--- src/sv/cprm_pkg.sv ---
// ---------------------------------------------------------------------------
// cprm_pkg
// Shared constants, codes and types of the copy-on-write page remap engine.
// ---------------------------------------------------------------------------
package cprm_pkg;

    // Geometry
    localparam int PAGE_LOG2     = 12;               // 4 KiB pages
    localparam int PAGE_BYTES    = 1 << PAGE_LOG2;
    localparam int MAP_LOG2      = 16;               // remap table depth
    localparam int MAP_PAGES     = 1 << MAP_LOG2;
    localparam int HUNK_LOG2     = 30;               // 1 GiB hunk files
    localparam int MAX_REQ_PAGES = 63;

    // Field widths
    localparam int W_OP     = 2;
    localparam int W_OFF    = 40;
    localparam int W_LEN    = 18;
    localparam int W_EXP    = 41;
    localparam int W_STATUS = 3;
    localparam int W_KIND   = 3;
    localparam int W_FIDX   = 10;
    localparam int W_DOFF   = 28;
    localparam int W_IN     = 64;                    // 60 bits of fields, padded
    localparam int W_CFG_IX = 2;
    localparam int W_ROOM   = PAGE_LOG2 + 1;
    localparam int W_SLOT   = MAP_LOG2;
    localparam int W_NFREE  = MAP_LOG2 + 1;

    localparam logic [W_LEN-1:0] MAX_LEN   = W_LEN'(MAX_REQ_PAGES * PAGE_BYTES);
    localparam logic [W_EXP-1:0] MAP_SPAN  = W_EXP'(64'(MAP_PAGES) << PAGE_LOG2);
    localparam logic [W_OFF-1:0] HUNK_MASK = W_OFF'((64'(1) << HUNK_LOG2) - 64'(1));

    // Request opcodes
    localparam logic [W_OP-1:0] OP_READ  = 2'd0;
    localparam logic [W_OP-1:0] OP_WRITE = 2'd1;
    localparam logic [W_OP-1:0] OP_DISC  = 2'd2;
    localparam logic [W_OP-1:0] OP_NONE  = 2'd3;

    // Result status codes
    localparam logic [W_STATUS-1:0] ST_OK       = 3'd0;
    localparam logic [W_STATUS-1:0] ST_RANGE    = 3'd1;
    localparam logic [W_STATUS-1:0] ST_RO       = 3'd2;
    localparam logic [W_STATUS-1:0] ST_TOO_LONG = 3'd3;
    localparam logic [W_STATUS-1:0] ST_MAP_FULL = 3'd4;
    localparam logic [W_STATUS-1:0] ST_DISC     = 3'd5;

    // Access kinds
    localparam logic [W_KIND-1:0] KD_ORIG_RD  = 3'd0;
    localparam logic [W_KIND-1:0] KD_DIFF_RD  = 3'd1;
    localparam logic [W_KIND-1:0] KD_DIFF_WR  = 3'd2;
    localparam logic [W_KIND-1:0] KD_FILL_WR  = 3'd3;
    localparam logic [W_KIND-1:0] KD_ORIG_WR  = 3'd4;

    // Configuration register indexes
    localparam logic [W_CFG_IX-1:0] CFG_EXPORT_SIZE = 2'd0;
    localparam logic [W_CFG_IX-1:0] CFG_READ_ONLY   = 2'd1;
    localparam logic [W_CFG_IX-1:0] CFG_COW_ENABLE  = 2'd2;
    localparam logic [W_CFG_IX-1:0] CFG_MULTIFILE   = 2'd3;

    // What the checked request turns into
    typedef enum logic [1:0] {
        CLS_IGNORE,     // unused opcode, no result
        CLS_SINGLE,     // one result (error, zero length, flat access)
        CLS_DISC,       // disconnect result, then clear the map
        CLS_WALK        // page walk through the remap table
    } t_req_class;

    // One result beat, status in the lowest bits
    typedef struct packed {
        logic [W_LEN-1:0]    buffer_offset;
        logic [W_LEN-1:0]    chunk_len;
        logic [W_DOFF-1:0]   diff_offset;
        logic [W_OFF-1:0]    file_offset;
        logic [W_FIDX-1:0]   file_index;
        logic [W_KIND-1:0]   kind;
        logic [W_STATUS-1:0] status;
    } t_result;

    // Controller to datapath
    typedef struct packed {
        logic in_ready;
        logic take_req;
        logic load_single;
        logic start_walk;
        logic emit_page;
        logic clear_step;
    } t_cmd;

    // Datapath to controller
    typedef struct packed {
        t_req_class req_class;
        logic       out_free;
        logic       page_end;
        logic       clear_last;
    } t_stat;

endpackage

--- src/sv/cprm_ctrl.sv ---
// ---------------------------------------------------------------------------
// cprm_ctrl
// Sequencer: map clear sweep, request intake, check, page walk.
// ---------------------------------------------------------------------------
module cprm_ctrl import cprm_pkg::*; (
    input  logic  i_clk,
    input  logic  i_rst_n,
    input  logic  i_in_valid,
    input  t_stat i_stat,
    output t_cmd  o_cmd
);

    typedef enum logic [3:0] {
        S_CLEAR = 4'b0001,
        S_IDLE  = 4'b0010,
        S_CHECK = 4'b0100,
        S_PAGE  = 4'b1000
    } t_state;

    t_state r_state;
    t_state n_state;

    always_comb begin
        n_state = r_state;
        o_cmd   = '0;
        case (r_state)
            S_CLEAR: begin
                o_cmd.clear_step = 1'b1;
                if (i_stat.clear_last) begin
                    n_state = S_IDLE;
                end
            end
            S_IDLE: begin
                o_cmd.in_ready = 1'b1;
                if (i_in_valid) begin
                    o_cmd.take_req = 1'b1;
                    n_state        = S_CHECK;
                end
            end
            S_CHECK: begin
                case (i_stat.req_class)
                    CLS_IGNORE: n_state = S_IDLE;
                    CLS_WALK: begin
                        o_cmd.start_walk = 1'b1;
                        n_state          = S_PAGE;
                    end
                    CLS_SINGLE: begin
                        if (i_stat.out_free) begin
                            o_cmd.load_single = 1'b1;
                            n_state           = S_IDLE;
                        end
                    end
                    CLS_DISC: begin
                        if (i_stat.out_free) begin
                            o_cmd.load_single = 1'b1;
                            n_state           = S_CLEAR;
                        end
                    end
                    default: n_state = S_IDLE;
                endcase
            end
            S_PAGE: begin
                if (i_stat.out_free) begin
                    o_cmd.emit_page = 1'b1;
                    if (i_stat.page_end) begin
                        n_state = S_IDLE;
                    end
                end
            end
            default: n_state = S_IDLE;
        endcase
    end

    always_ff @(posedge i_clk) begin
        if (!i_rst_n) begin
            r_state <= S_CLEAR;
        end else begin
            r_state <= n_state;
        end
    end

`ifndef NO_ASSERTIONS
    a_load_needs_room: assert property (@(posedge i_clk) disable iff (!i_rst_n)
        (o_cmd.load_single || o_cmd.emit_page) |-> i_stat.out_free)
        else $error("result loaded into a busy output register");

    a_disc_clears: assert property (@(posedge i_clk) disable iff (!i_rst_n)
        (r_state == S_CHECK && i_stat.req_class == CLS_DISC && i_stat.out_free)
        |=> (r_state == S_CLEAR))
        else $error("disconnect not followed by a map clear");

    a_walk_ends: assert property (@(posedge i_clk) disable iff (!i_rst_n)
        (r_state == S_PAGE && i_stat.out_free && i_stat.page_end)
        |=> (r_state == S_IDLE))
        else $error("page walk ran past its final page");
`endif

endmodule

--- config.mk ---
export PLATFORM = sky130hd
export DESIGN_NAME = cprm_ctrl
export DESIGN_NICKNAME = d
export VERILOG_FILES = /design/src/sv/cprm_pkg.sv /design/src/sv/cprm_ctrl.sv
export SDC_FILE = /design/constraint.sdc
export NUM_CORES = 1
export LEC_CHECK = 0
export CORE_AREA = 4 4 41 43
export DETAILED_ROUTE_END_ITERATION = 16
export DIE_AREA = 0 0 45 47
export DONT_BUFFER_PORTS = 1
export PLACE_DENSITY_LB_ADDON = 0.08
export SYNTH_ARGS = -nofsm -noshare
export SYNTH_HDL_FRONTEND = slang
export SYNTH_SLANG_ARGS = --single-unit
--- constraint.sdc ---
create_clock -name i_clk -period 2.7 [get_ports i_clk]
set_input_delay 0.135 -clock i_clk [delete_from_list [all_inputs] [get_ports i_clk]]
set_output_delay 0.135 -clock i_clk [all_outputs]
set_load 0.02 [all_outputs]
==> Yosys cells after proc, flatten, opt, wreduce, memory -nomap -nowiden <==
Cells that the tools add are included.
{ "totals": {"regBits": 4, "out_inout_bits": 6, "word_cells": 33} }
{ "op_classes": {"eq_ne": 13, "muxes": 16, "reduce_logical": 3} }
{ "op_table": {"columns": ["operator", "count"], "rows": [
  ["4-bit case mux with 4 select lines", 2],
  ["4-bit 2-to-1 mux", 6],
  ["2-bit inequality test (second input constant)", 4],
  ["1-bit 2-to-1 mux", 6],
  ["3-bit inequality test (second input constant)", 2],
  ["6-bit AND reduction", 1],
  ["2-bit equality test (second input constant)", 2],
  ["4-bit by 1-bit equality test with 1-bit output (second input constant)", 1],
  ["4-bit by 2-bit equality test with 1-bit output (second input constant)", 1],
  ["4-bit by 3-bit equality test with 1-bit output (second input constant)", 1],
  ["4-bit equality test (second input constant)", 1],
  ["2-bit 2-to-1 mux", 2],
  ["2-bit by 1-bit equality test with 1-bit output (second input constant)", 1],
  ["2-bit zero test", 1],
  ["2-bit OR reduction", 1]
]} }

==> Logic depth before layout (Yosys ltp) <==
Gate-level depths: netlist of run 1.
{ "logic_depth": {"ltp_word": 4, "ltp_mapped": 5, "depth_no_buf": 5} }

==> Worst setup path before layout of run 1 <==
Ideal clock, no wire load.
{ "synth_path": {"kind": "register to register", "start": "register r_state[2]", "end": "register r_state[3]", "t_arrival_ns": 1.713, "required_ns": 2.628, "slack_ns": 0.915, "path_stages_with_launch": 6, "path_buffers": 1, "cell_sequence": "dfxtp_1 > buf_6 > or4b_1 > o21a_1 > a2111oi_4 > mux2i_1"} }
{ "synth_between": {"elab_chain_len": 3, "word_cells_on_any_way": 12} }
{ "synth_lines": {"columns": ["item", "line", "text"], "rows": [
  ["from (decl)", "cprm_ctrl.sv:20", "t_state r_state;"],
  ["from (signal assigned)", "cprm_ctrl.sv:78", "r_state <= n_state;"],
  ["4-bit by 3-bit equality test with 1-bit output (tied with other cells)", "cprm_ctrl.sv:26", "case (r_state)"],
  ["3-bit inequality test (no line) or 2-bit inequality test (tied branches)", null, null],
  ["6-bit AND reduction (no line)", null, null]
]} }
Parallel ways exist; a longest one is shown, timed or not.
A chain may end at the register's enable or synchronous reset.

==> summary.md, run 1 <==
| Metric | Value |
|---|---|
| Outcome | finished, final reports clean |
| Final TNS setup | 0 ns |
| Pre-CTS setup slack | 0.798 ns |
| Number of antenna violations at the first check in global routing | 0 |
| Largest registers in the final layout | r_state (4) |
| Data arrival at the endpoint of the critical path | 1.80 ns |
| Worst rel slew slack | around 55% |
| Depth of the worst register-to-register path | 4 |
| First-iteration detailed-routing DRC count | 0 |
| Number of flip-flops under the largest register name | 4 |
| H-tree depth | 1 |
| Area of the core region | 1300 um^2 |
| Total of cells resized after clock tree synthesis | 0 |
| Static leakage | 0.157 nW |
| Final number of hold-violating endpoints | 0 |
| Horizontal die dimension | around 45 um |
| Met2 routing resource usage after global routing | 13.8% |
| Grt total ovfl | 0 |
| Number of different library cells in the post-synthesis netlist | 27 |
| Power per cell area | approximately 420 nW/um^2 |
| Effective utilization at floorplan | 29.1% |
| Most flop-heavy register | r_state |
| Crit path cell chain | nor4b_1 > nor3b_1 |
| FP Rows | 13 |
| Final routed DRC violation total | 0 |
| Busiest metal layer after global routing | met2 |
| Pin slew with the least headroom to its limit | just under 0.7 ns |
| Clock slew seen by the registers of the worst setup and hold paths | 0.04 ns |
| Ys Warns | 0 |
| Number of routed nets with antenna violations | 0 |
| Crit path required time | 2.57 ns |
| Global-route usage over all layers | 9.00% |
| Sinks on the clock net | 4 |
| Tmin final | 1.94 ns |
| Largest driver fanout on the critical path | 9 |
| Setup repair after global routing missed its margin | false |
| Total number of nets in the final design | 61 |
| Wire length of the first global-routing pass | around 1300 um |
| Startpoint types | flop |
| Routed len/inst | 13.2 um |
| Number of flip-flops and latches in the synthesized netlist | 4 |
| Vias after detailed routing | 328 |
| Final worst-path cycle share | a little under three quarters |
| Worst hold path type | input port to flop |
| Post-CTS Repair Setup Buffers | 0 |
| Fraction of the yosys area taken by sequential cells | 21.1% |
| Library cell used as clock root buffer | clkbuf_4 |
| Final-report setup violation count | 0 |
| GRT met1 Usage | 9.07% |
| Crit path capture type | output pin |
| Slowest cell on crit path | nor3b_1 |
| Worst-case vdd ir drop | 148 uV |
| Inserted Clock Buffers | 3 |
| Number of global-route vias before repair | around 320 |
| Max frequency | between 0.5 and 0.6 GHz |
| Global Route met3 Usage | under 10% |
| Final Total Pwr | 0.179 mW |
| Final WL | 816 um |
| Port-buffer cells | 0 |
| Layout Cell Area excl Fill | 422 um^2 |
| Area growth, synth to finish | 11.2% |
| Number of diodes added for antenna fixing | 0 |
| Worst clock skew | 0.00188 ns |
| DIE AREA | around 2100 um^2 |
| Height of the die | 47 um |
| Critical path class | flop to output pin |
| Largest incremental delay on the critical path | 0.63 ns |
| Number of pins with negative max-slew slack in the final report | 0 |
| Hold path depth | 2 |
| Layout cell share with drive strength beyond 1 | 12.8% |
| Avg Vias per Cell | between 5 and 6 |
| Netlist area before placement | 379 um^2 |
| TritonCTS clock tree | built |
| Max_cap viols | 0 |
| Nets in the synthesized netlist | 56 |
| Final RePlAce weighted congestion | 0.780 |
| Largest net degree at the start of global routing | 10 |
| Placed cell area | between 300 and 400 um^2 |
| Mean Syn Cell Area | 8.62 um^2 |
| Gate count after technology mapping | 44 |
| DR pass1 iterations | 1 |
| Placed wire-length estimate | 665 um |
| Smallest setup slack after layout | roughly 0.76 ns |
| I/O pins | 14 |
| Clock latency on the worst-skew pair | about 0.23 ns |
| Maximum number of buffers from clock root to sink | 2 |
## final cells by class
| type | count | area [um^2] |
|---|---|---|
| Timing Repair Buffer | 3 | 25.0 |
| Multi-Input combinational cell | 34 | 264 |
| Sequential cell | 4 | 80.1 |
| Tap cell | 15 | 18.8 |
| Fill cell | 139 | 880 |
| Clock buffer | 3 | 22.5 |
| Inverter | 3 | 11.3 |
## path summary, 6_finish.rpt
check,from,to,slack [ns]
setup reg to reg,r_state[3],r_state[3],0.80
hold / removal,i_rst_n,r_state[3],0.05
hold reg to reg,r_state[3],r_state[3],0.58
setup / recovery,r_state[2],o_cmd[3],0.76
## timing repair
item | CTS | global route
hold endpoints to repair | 1 | 0
hold buffers | 1 | 0
setup endpoints to repair | 0 | 0
## synth_stat cells
master	count	area, um^2
a2111oi_4	1	27.5
o31ai_1	1	7.51
nand2_1	3	11.3
nand3b_1	1	7.51
dfxtp_1	4	80.1
nor4b_1	3	26.3
nand4_1	1	6.26
nor2b_1	1	6.26
buf_6	1	11.3
mux2i_1	1	10.0
ha_1	4	50.1
buf_4	1	7.51
nor2_1	3	11.3
nor3b_1	2	15.0
a31o_1	1	8.76
inv_1	3	11.3
nand2b_1	2	12.5
o21a_1	1	7.51
o21ai_1	1	5.00
and2_1	2	12.5
o211ai_1	1	7.51
and3_1	1	6.26
o21ai_0	1	5.00
or4b_1	1	10.0
a21oi_1	1	5.00
nor3_1	1	5.00
buf_2	1	5.00
## stage by stage
| step | hold slack (ns) | instances | util (%) |
|---|---|---|---|
| after CTS | 0.0386 | 62 | 32.4 |
| after global routing | 0.0419 | 62 | 32.4 |
| after floorplan | 0.224 | 44 | - |
| after global placement | 0.228 | 58 | 29.9 |
| after detailed placement | 0.244 | 58 | 29.9 |
| final | 0.0471 | 62 | 32.4 |
## logic make-up after synthesis
family	Yosys count	synth area share (%)
compound gates	8	19.5
fa+ha+maj	4	13.2
buf+inv	6	9.24
flops	4	21.1
mux	1	2.64
simple gates	21	34.3
## worst max-delay path, delay by kind of cell, from the launching register on
family / cells / cell delay [ns]
AND/OR/NAND/NOR: 2 / 1.11
flip-flops: 1 / 0.46
## per-layer routing
| metal | up-vias | share of wire [%] |
|---|---|---|
| met3 | 2 | 7.6 |
| met5 | - | 0 |
| li1 | 165 | - |
| met4 | 0 | 2.2 |
| met2 | 9 | 51 |
| met1 | 152 | 39 |
## cell usage in the layout (no fill, tap or decap), types with 2 or more instances in the layout
master    count
and2_1        2
buf_4         2
clkbuf_4      3
dfxtp_1       4
ha_1          4
inv_1         3
nand2_1       3
nand2b_1      2
nor2_1        3
nor3b_1       2
nor4b_1       3
## where the power goes
part,switching [mW],internal [mW]
combinational,0.0167,0.0166
clock,0.0229,0.0496
sequential,0.00955,0.0635
Note: power is estimated with default switching activity, not from simulation.
==> inputs of run 2 (changes only) <==
==> constraint.sdc (replaced) <==
create_clock -name i_clk -period 1.7 [get_ports i_clk]
set_input_delay 0.085 -clock i_clk [delete_from_list [all_inputs] [get_ports i_clk]]
set_output_delay 0.085 -clock i_clk [all_outputs]
set_load 0.02 [all_outputs]
==> summary.md, run 2 (synthesized netlist as in run 1, its figures left out) <==
| Metric | Value |
|---|---|
| Avg Vias per Cell | 5.39 |
| Max_cap viols | 0 |
| Worst hold path type | input port to flop |
| Number of routed nets with antenna violations | 0 |
| Placed wire-length estimate | 788 um |
| Final worst-path cycle share | 96.8% |
| Largest registers in the final layout | r_state (4) |
| Final WL | 943 um |
| Crit path cell chain | or4b_4 > o21a_1 > a2111oi_4 > mux2i_1 |
| Vias after detailed routing | 372 |
| Placed insts | 65 |
| Pin slew with the least headroom to its limit | 0.374 ns |
| Horizontal die dimension | 45 um |
| Post-CTS Repair Setup Buffers | 0 |
| Library cell used as clock root buffer | clkbuf_4 |
| Sinks on the clock net | 4 |
| Crit path capture type | flop |
| Area growth, synth to finish | 31.0% |
| FP Rows | 13 |
| Worst clock skew | 0.000545 ns |
| Final-report setup violation count | 0 |
| Tmin final | roughly 1.6 ns |
| Number of pins with negative max-slew slack in the final report | 0 |
| Outcome | finished, final reports clean |
| Number of global-route vias before repair | 367 |
| Number of flip-flops under the largest register name | 4 |
| Number of cells in the finished layout apart from fillers | 69 |
| Most flop-heavy register | r_state |
| Area of the core region | ~1300 um^2 |
| Most common cell after layout, fill and taps aside | buf_4 |
| Leading cell types in the layout, fill and taps excluded | buf_4 (9), ha_1 (4) |
| Data arrival at the endpoint of the critical path | 1.81 ns |
| Layout cell share with drive strength beyond 1 | 33.3% |
| Routed len/inst | roughly 14 um |
| Grt total ovfl | 0 |
| Worst-case vdd ir drop | 183 uV |
| Number of fillers in the final layout | between 100 and 150 |
| Depth of the worst register-to-register path | 4 |
| Clock latency on the worst-skew pair | 0.23 ns |
| H-tree depth | 1 |
| Critical path class | flop to flop |
| Crit path required time | ~1.9 ns |
| Total number of nets in the final design | 68 |
| Power per cell area | 606 nW/um^2 |
| Final routed DRC violation total | 0 |
| TritonCTS clock tree | built |
| Hold path depth | 2 |
| DIE AREA | 2120 um^2 |
| Final TNS setup | 0 ns |
| Setup repair after global routing missed its margin | true |
| Static leakage | 0.200 nW |
| Footprint of the multi-input gates | 285 um^2 |
| Port-buffer cells | 0 |
| Inserted Clock Buffers | 3 |
| Clock slew seen by the registers of the worst setup and hold paths | ~0.030 ns |
| Slowest cell on crit path | or4b_4 |
| Effective utilization at floorplan | 29.1% |
| First-iteration detailed-routing DRC count | 5 |
| Largest incremental delay on the critical path | 0.53 ns |
| Number of diodes added for antenna fixing | 0 |
| I/O pins | 14 |
| Final core occ | between 30% and 40% |
| Largest net degree at the start of global routing | 9 |
| Global-route usage over all layers | between 10% and 20% |
| Number of antenna violations at the first check in global routing | 0 |
| Startpoint types | flop |
| Maximum number of buffers from clock root to sink | 2 |
| Worst rel slew slack | 74.7% |
| Final RePlAce weighted congestion | 0.778 |
| Final number of hold-violating endpoints | 0 |
| Height of the die | ~47 um |
| Wire length of the first global-routing pass | between 1000 and 1500 um |
| DR pass1 iterations | 4 |
| Max frequency | 0.608 GHz |
| Area of all sequential standard cells | 81.3 um^2 |
| Largest driver fanout on the critical path | 4 |
| Final Total Pwr | 0.301 mW |
run 2: cell count changes in the layout (fill, tap and decap cells not counted), sizes merged:
cell,change
buf,+7
run 2: worst paths after layout:
| check | start | endpoint | slack, ns |
|---|---|---|---|
| setup / recovery | r_state[1] | r_state[3] | 0.05 |
| hold / removal | i_rst_n | r_state[3] | 0.02 |
| setup reg to reg | r_state[1] | r_state[3] | 0.05 |
| hold reg to reg | r_state[3] | r_state[3] | 0.63 |
run 2: final cells by class:
class,count,area share (%)
inverter,3,2.27
tap,15,3.78
clock buffer,3,4.53
timing repair buffer,10,15.6
multi-input combinational,34,57.4
sequential,4,16.4
run 2: timing repair:
item                                    CTS  global route
hold endpoints to repair                  3             0
endpoints found under the setup margin    0             6
hold buffers                              1             0
resized for setup                         0             5
run 2: critical path, delay by kind of cell (launching register included):
kind	cells	cell delay, ns
DFF	1	0.30
muxes	1	0.23
and+or+nand+nor	1	0.53
AOI/OAI and AO/OA	2	0.51
run 2: per-stage QoR:
step | setup slack, ns | hold WS [ns] | area, um^2
2_1_floorplan | 0.0429 | 0.174 | 379
3_3_place_gp | 0.0852 | 0.178 | 442
3_5_place_dp | 0.0567 | 0.204 | 442
4_1_cts | 0.0436 | 0.0154 | 474
5_1_grt | -0.0472 | 0.0399 | 497
6_report | 0.0540 | 0.0152 | 497
run 2: power breakdown:
part           internal, mW  total (mW)  leakage (nW)  switching, mW
registers             0.101       0.105        0.0335        0.00342
clock network        0.0787       0.115        0.0138         0.0358
logic                0.0367      0.0822         0.153         0.0455
total                 0.217       0.301         0.200         0.0846
run 2: per-layer routing:
metal | track usage, % | routed length [um] | vias up
li1 | - | - | 180
met1 | 10.4 | 343 | 177
met2 | 17.2 | 521 | 11
met3 | 0.766 | 37 | 4
met4 | 12.3 | 41 | 0
met5 | 0 | 0 | -
==> inputs of run 3 (changes only) <==
==> constraint.sdc (replaced) <==
create_clock -name i_clk -period 1.7 [get_ports i_clk]
set_input_delay 0.51 -clock i_clk [delete_from_list [all_inputs] [get_ports i_clk]]
set_output_delay 0.51 -clock i_clk [all_outputs]
set_load 0.02 [all_outputs]
==> summary.md, run 3 (synthesized netlist as in run 1, its figures left out) <==
| Metric | Value |
|---|---|
| Largest incremental delay on the critical path | 0.55 ns |
| Height of the die | 47 um |
| Buffering stage count on the worst path with inverters included | 0 |
| Total number of nets in the final design | just over 70 |
| Placed insts | 67 |
| Placed wire-length estimate | 803 um |
| Worst-case vdd ir drop | 386 uV |
| Area growth, synth to finish | 50.2% |
| Power per cell area | 571 nW/um^2 |
| Number of flip-flops under the largest register name | 4 |
| Final-report setup violation count | 7 |
| Port-buffer cells | 0 |
| Final TNS setup | -0.509 ns |
| Leading cell types in the layout, fill and taps excluded | buf_4 (14), ha_1 (4), inv_1 (3), nand2_1 (3), clkbuf_4 (3) |
| Crit path required time | 1.19 ns |
| Horizontal die dimension | 45 um |
| Largest registers in the final layout | r_state (4) |
| Final WL | between 1000 and 1500 um |
| I/O pins | 14 |
| Violations in the final reports | negative setup slack |
| Hold-fix buffer count after cts | 0 |
| Grt total ovfl | 0 |
| Slowest cell on crit path | or4b_4 |
| Library cell used as clock root buffer | clkbuf_4 |
| Maximum number of buffers from clock root to sink | 2 |
| Final RePlAce weighted congestion | 0.796 |
| Placed cell area | 470 um^2 |
| Final Total Pwr | 0.325 mW |
| Most flop-heavy register | r_state |
| Inserted Clock Buffers | 3 |
| Crit path capture type | output pin |
| Critical path class | flop to output pin |
| DR pass1 iterations | 4 |
| Final number of hold-violating endpoints | 0 |
| Area of the core region | 1300 um^2 |
| Number of routed nets with antenna violations | 0 |
| Max_cap viols | 0 |
| Layout cell share with drive strength beyond 1 | 51.7% |
| Static leakage | roughly 0.23 nW |
| Family with the most delay on the worst path | simple AND/OR/NAND/NOR gates |
| Vias after detailed routing | 373 |
| H-tree depth | 1 |
| Largest net degree at the start of global routing | 8 |
| Clock slew seen by the registers of the worst setup and hold paths | 0.04 ns |
| TritonCTS clock tree | built |
| Smallest setup slack after layout | -0.131 ns |
| Number of cells in the finished layout apart from fillers | between 70 and 80 |
| Final routed DRC violation total | 0 |
| Outcome | complete, but fails checks |
| First-iteration detailed-routing DRC count | 5 |
| Global-route usage over all layers | between 10% and 20% |
| Setup repair after global routing missed its margin | true |
| Number of pins with negative max-slew slack in the final report | 0 |
| Avg Vias per Cell | 5.11 |
| Crit path cell chain | or4b_4 > nor2_4 |
| Largest driver fanout on the critical path | 5 |
| Routed len/inst | 14.3 um |
| Most common cell after layout, fill and taps aside | buf_4 |
| Tmin final | between 1.5 and 2 ns |
| Final hold slack | approximately 0.36 ns |
| Clock latency on the worst-skew pair | about 0.24 ns |
| Worst rel slew slack | 74.8% |
| Effective utilization at floorplan | 29.1% |
| Startpoint types | flop |
| FP Rows | 13 |
| Final worst-path cycle share | 108% |
| Worst hold path type | input port to flop |
| Layout Cell Area excl Fill | about 570 um^2 |
| Data arrival at the endpoint of the critical path | between 1 and 1.5 ns |
| Max frequency | about 0.55 GHz |
| Worst clock skew | 0.00586 ns |
| Number of global-route vias before repair | between 300 and 400 |
| DIE AREA | ~2100 um^2 |
| Wire length of the first global-routing pass | around 1700 um |
| Sinks on the clock net | 4 |
| Pin slew with the least headroom to its limit | 0.378 ns |
| Number of antenna violations at the first check in global routing | 0 |
| Number of diodes added for antenna fixing | 0 |
[run 3: cell types whose count changed in the layout (fill, tap and decap cells not counted), sizes merged]
cell / change
dlygate4sd3: -1
buf: +5
[run 3: report_power, final]
group	internal (mW)	switching [mW]	leakage (nW)
sequential	0.101	0.0135	0.0347
combinational	0.0463	0.0397	0.185
clock	0.0794	0.0449	0.0138
total	0.227	0.0982	0.233
[run 3: final timing paths]
kind         startpoint         end  slack [ns]  cells past startpoint
min reg2reg  r_state[0]  r_state[3]        0.66                      2
max          r_state[1]    o_cmd[1]       -0.13                      2
min             i_rst_n  r_state[0]        0.36                      1
max reg2reg  r_state[1]  r_state[3]       -0.03                      4
[run 3: per-layer routing]
metal,track usage [%],wire length (um),share of wire (%)
met1,11.8,424,41
met2,17.8,494,47
met3,8.05,98,9.4
met4,7.02,25,2.4
met5,0,0,0
[run 3: worst reg2reg max path: cells and delay by family, from the launching register on]
family	cells	cell delay [ns]
AOI/OAI and AO/OA	2	0.52
and+or+nand+nor	1	0.55
DFF	1	0.36
muxes	1	0.21
[run 3: area by class of cell]
cell class	instances	area (um^2)
Fill cell	132	732
Clock buffer	3	22.5
Tap cell	15	18.8
Timing Repair Buffer	14	105
Sequential cell	4	90.1
Inverter	3	11.3
Multi-Input combinational cell	34	322
[run 3: repair_timing]
item,4_1_cts,5_1_grt
gates resized for setup,14,2
pin swaps,4,3
endpoints found under the setup margin,8,10
buffers inserted,1,2
[run 3: stage by stage]
step / utilization, % / worst slack (ns)
floorplan: - / -0.0474
global placement: 36.2 / -0.0158
detailed placement: 36.2 / -0.0236
CTS: 41.7 / -0.146
global route: 43.8 / -0.189
finish: 43.8 / -0.131
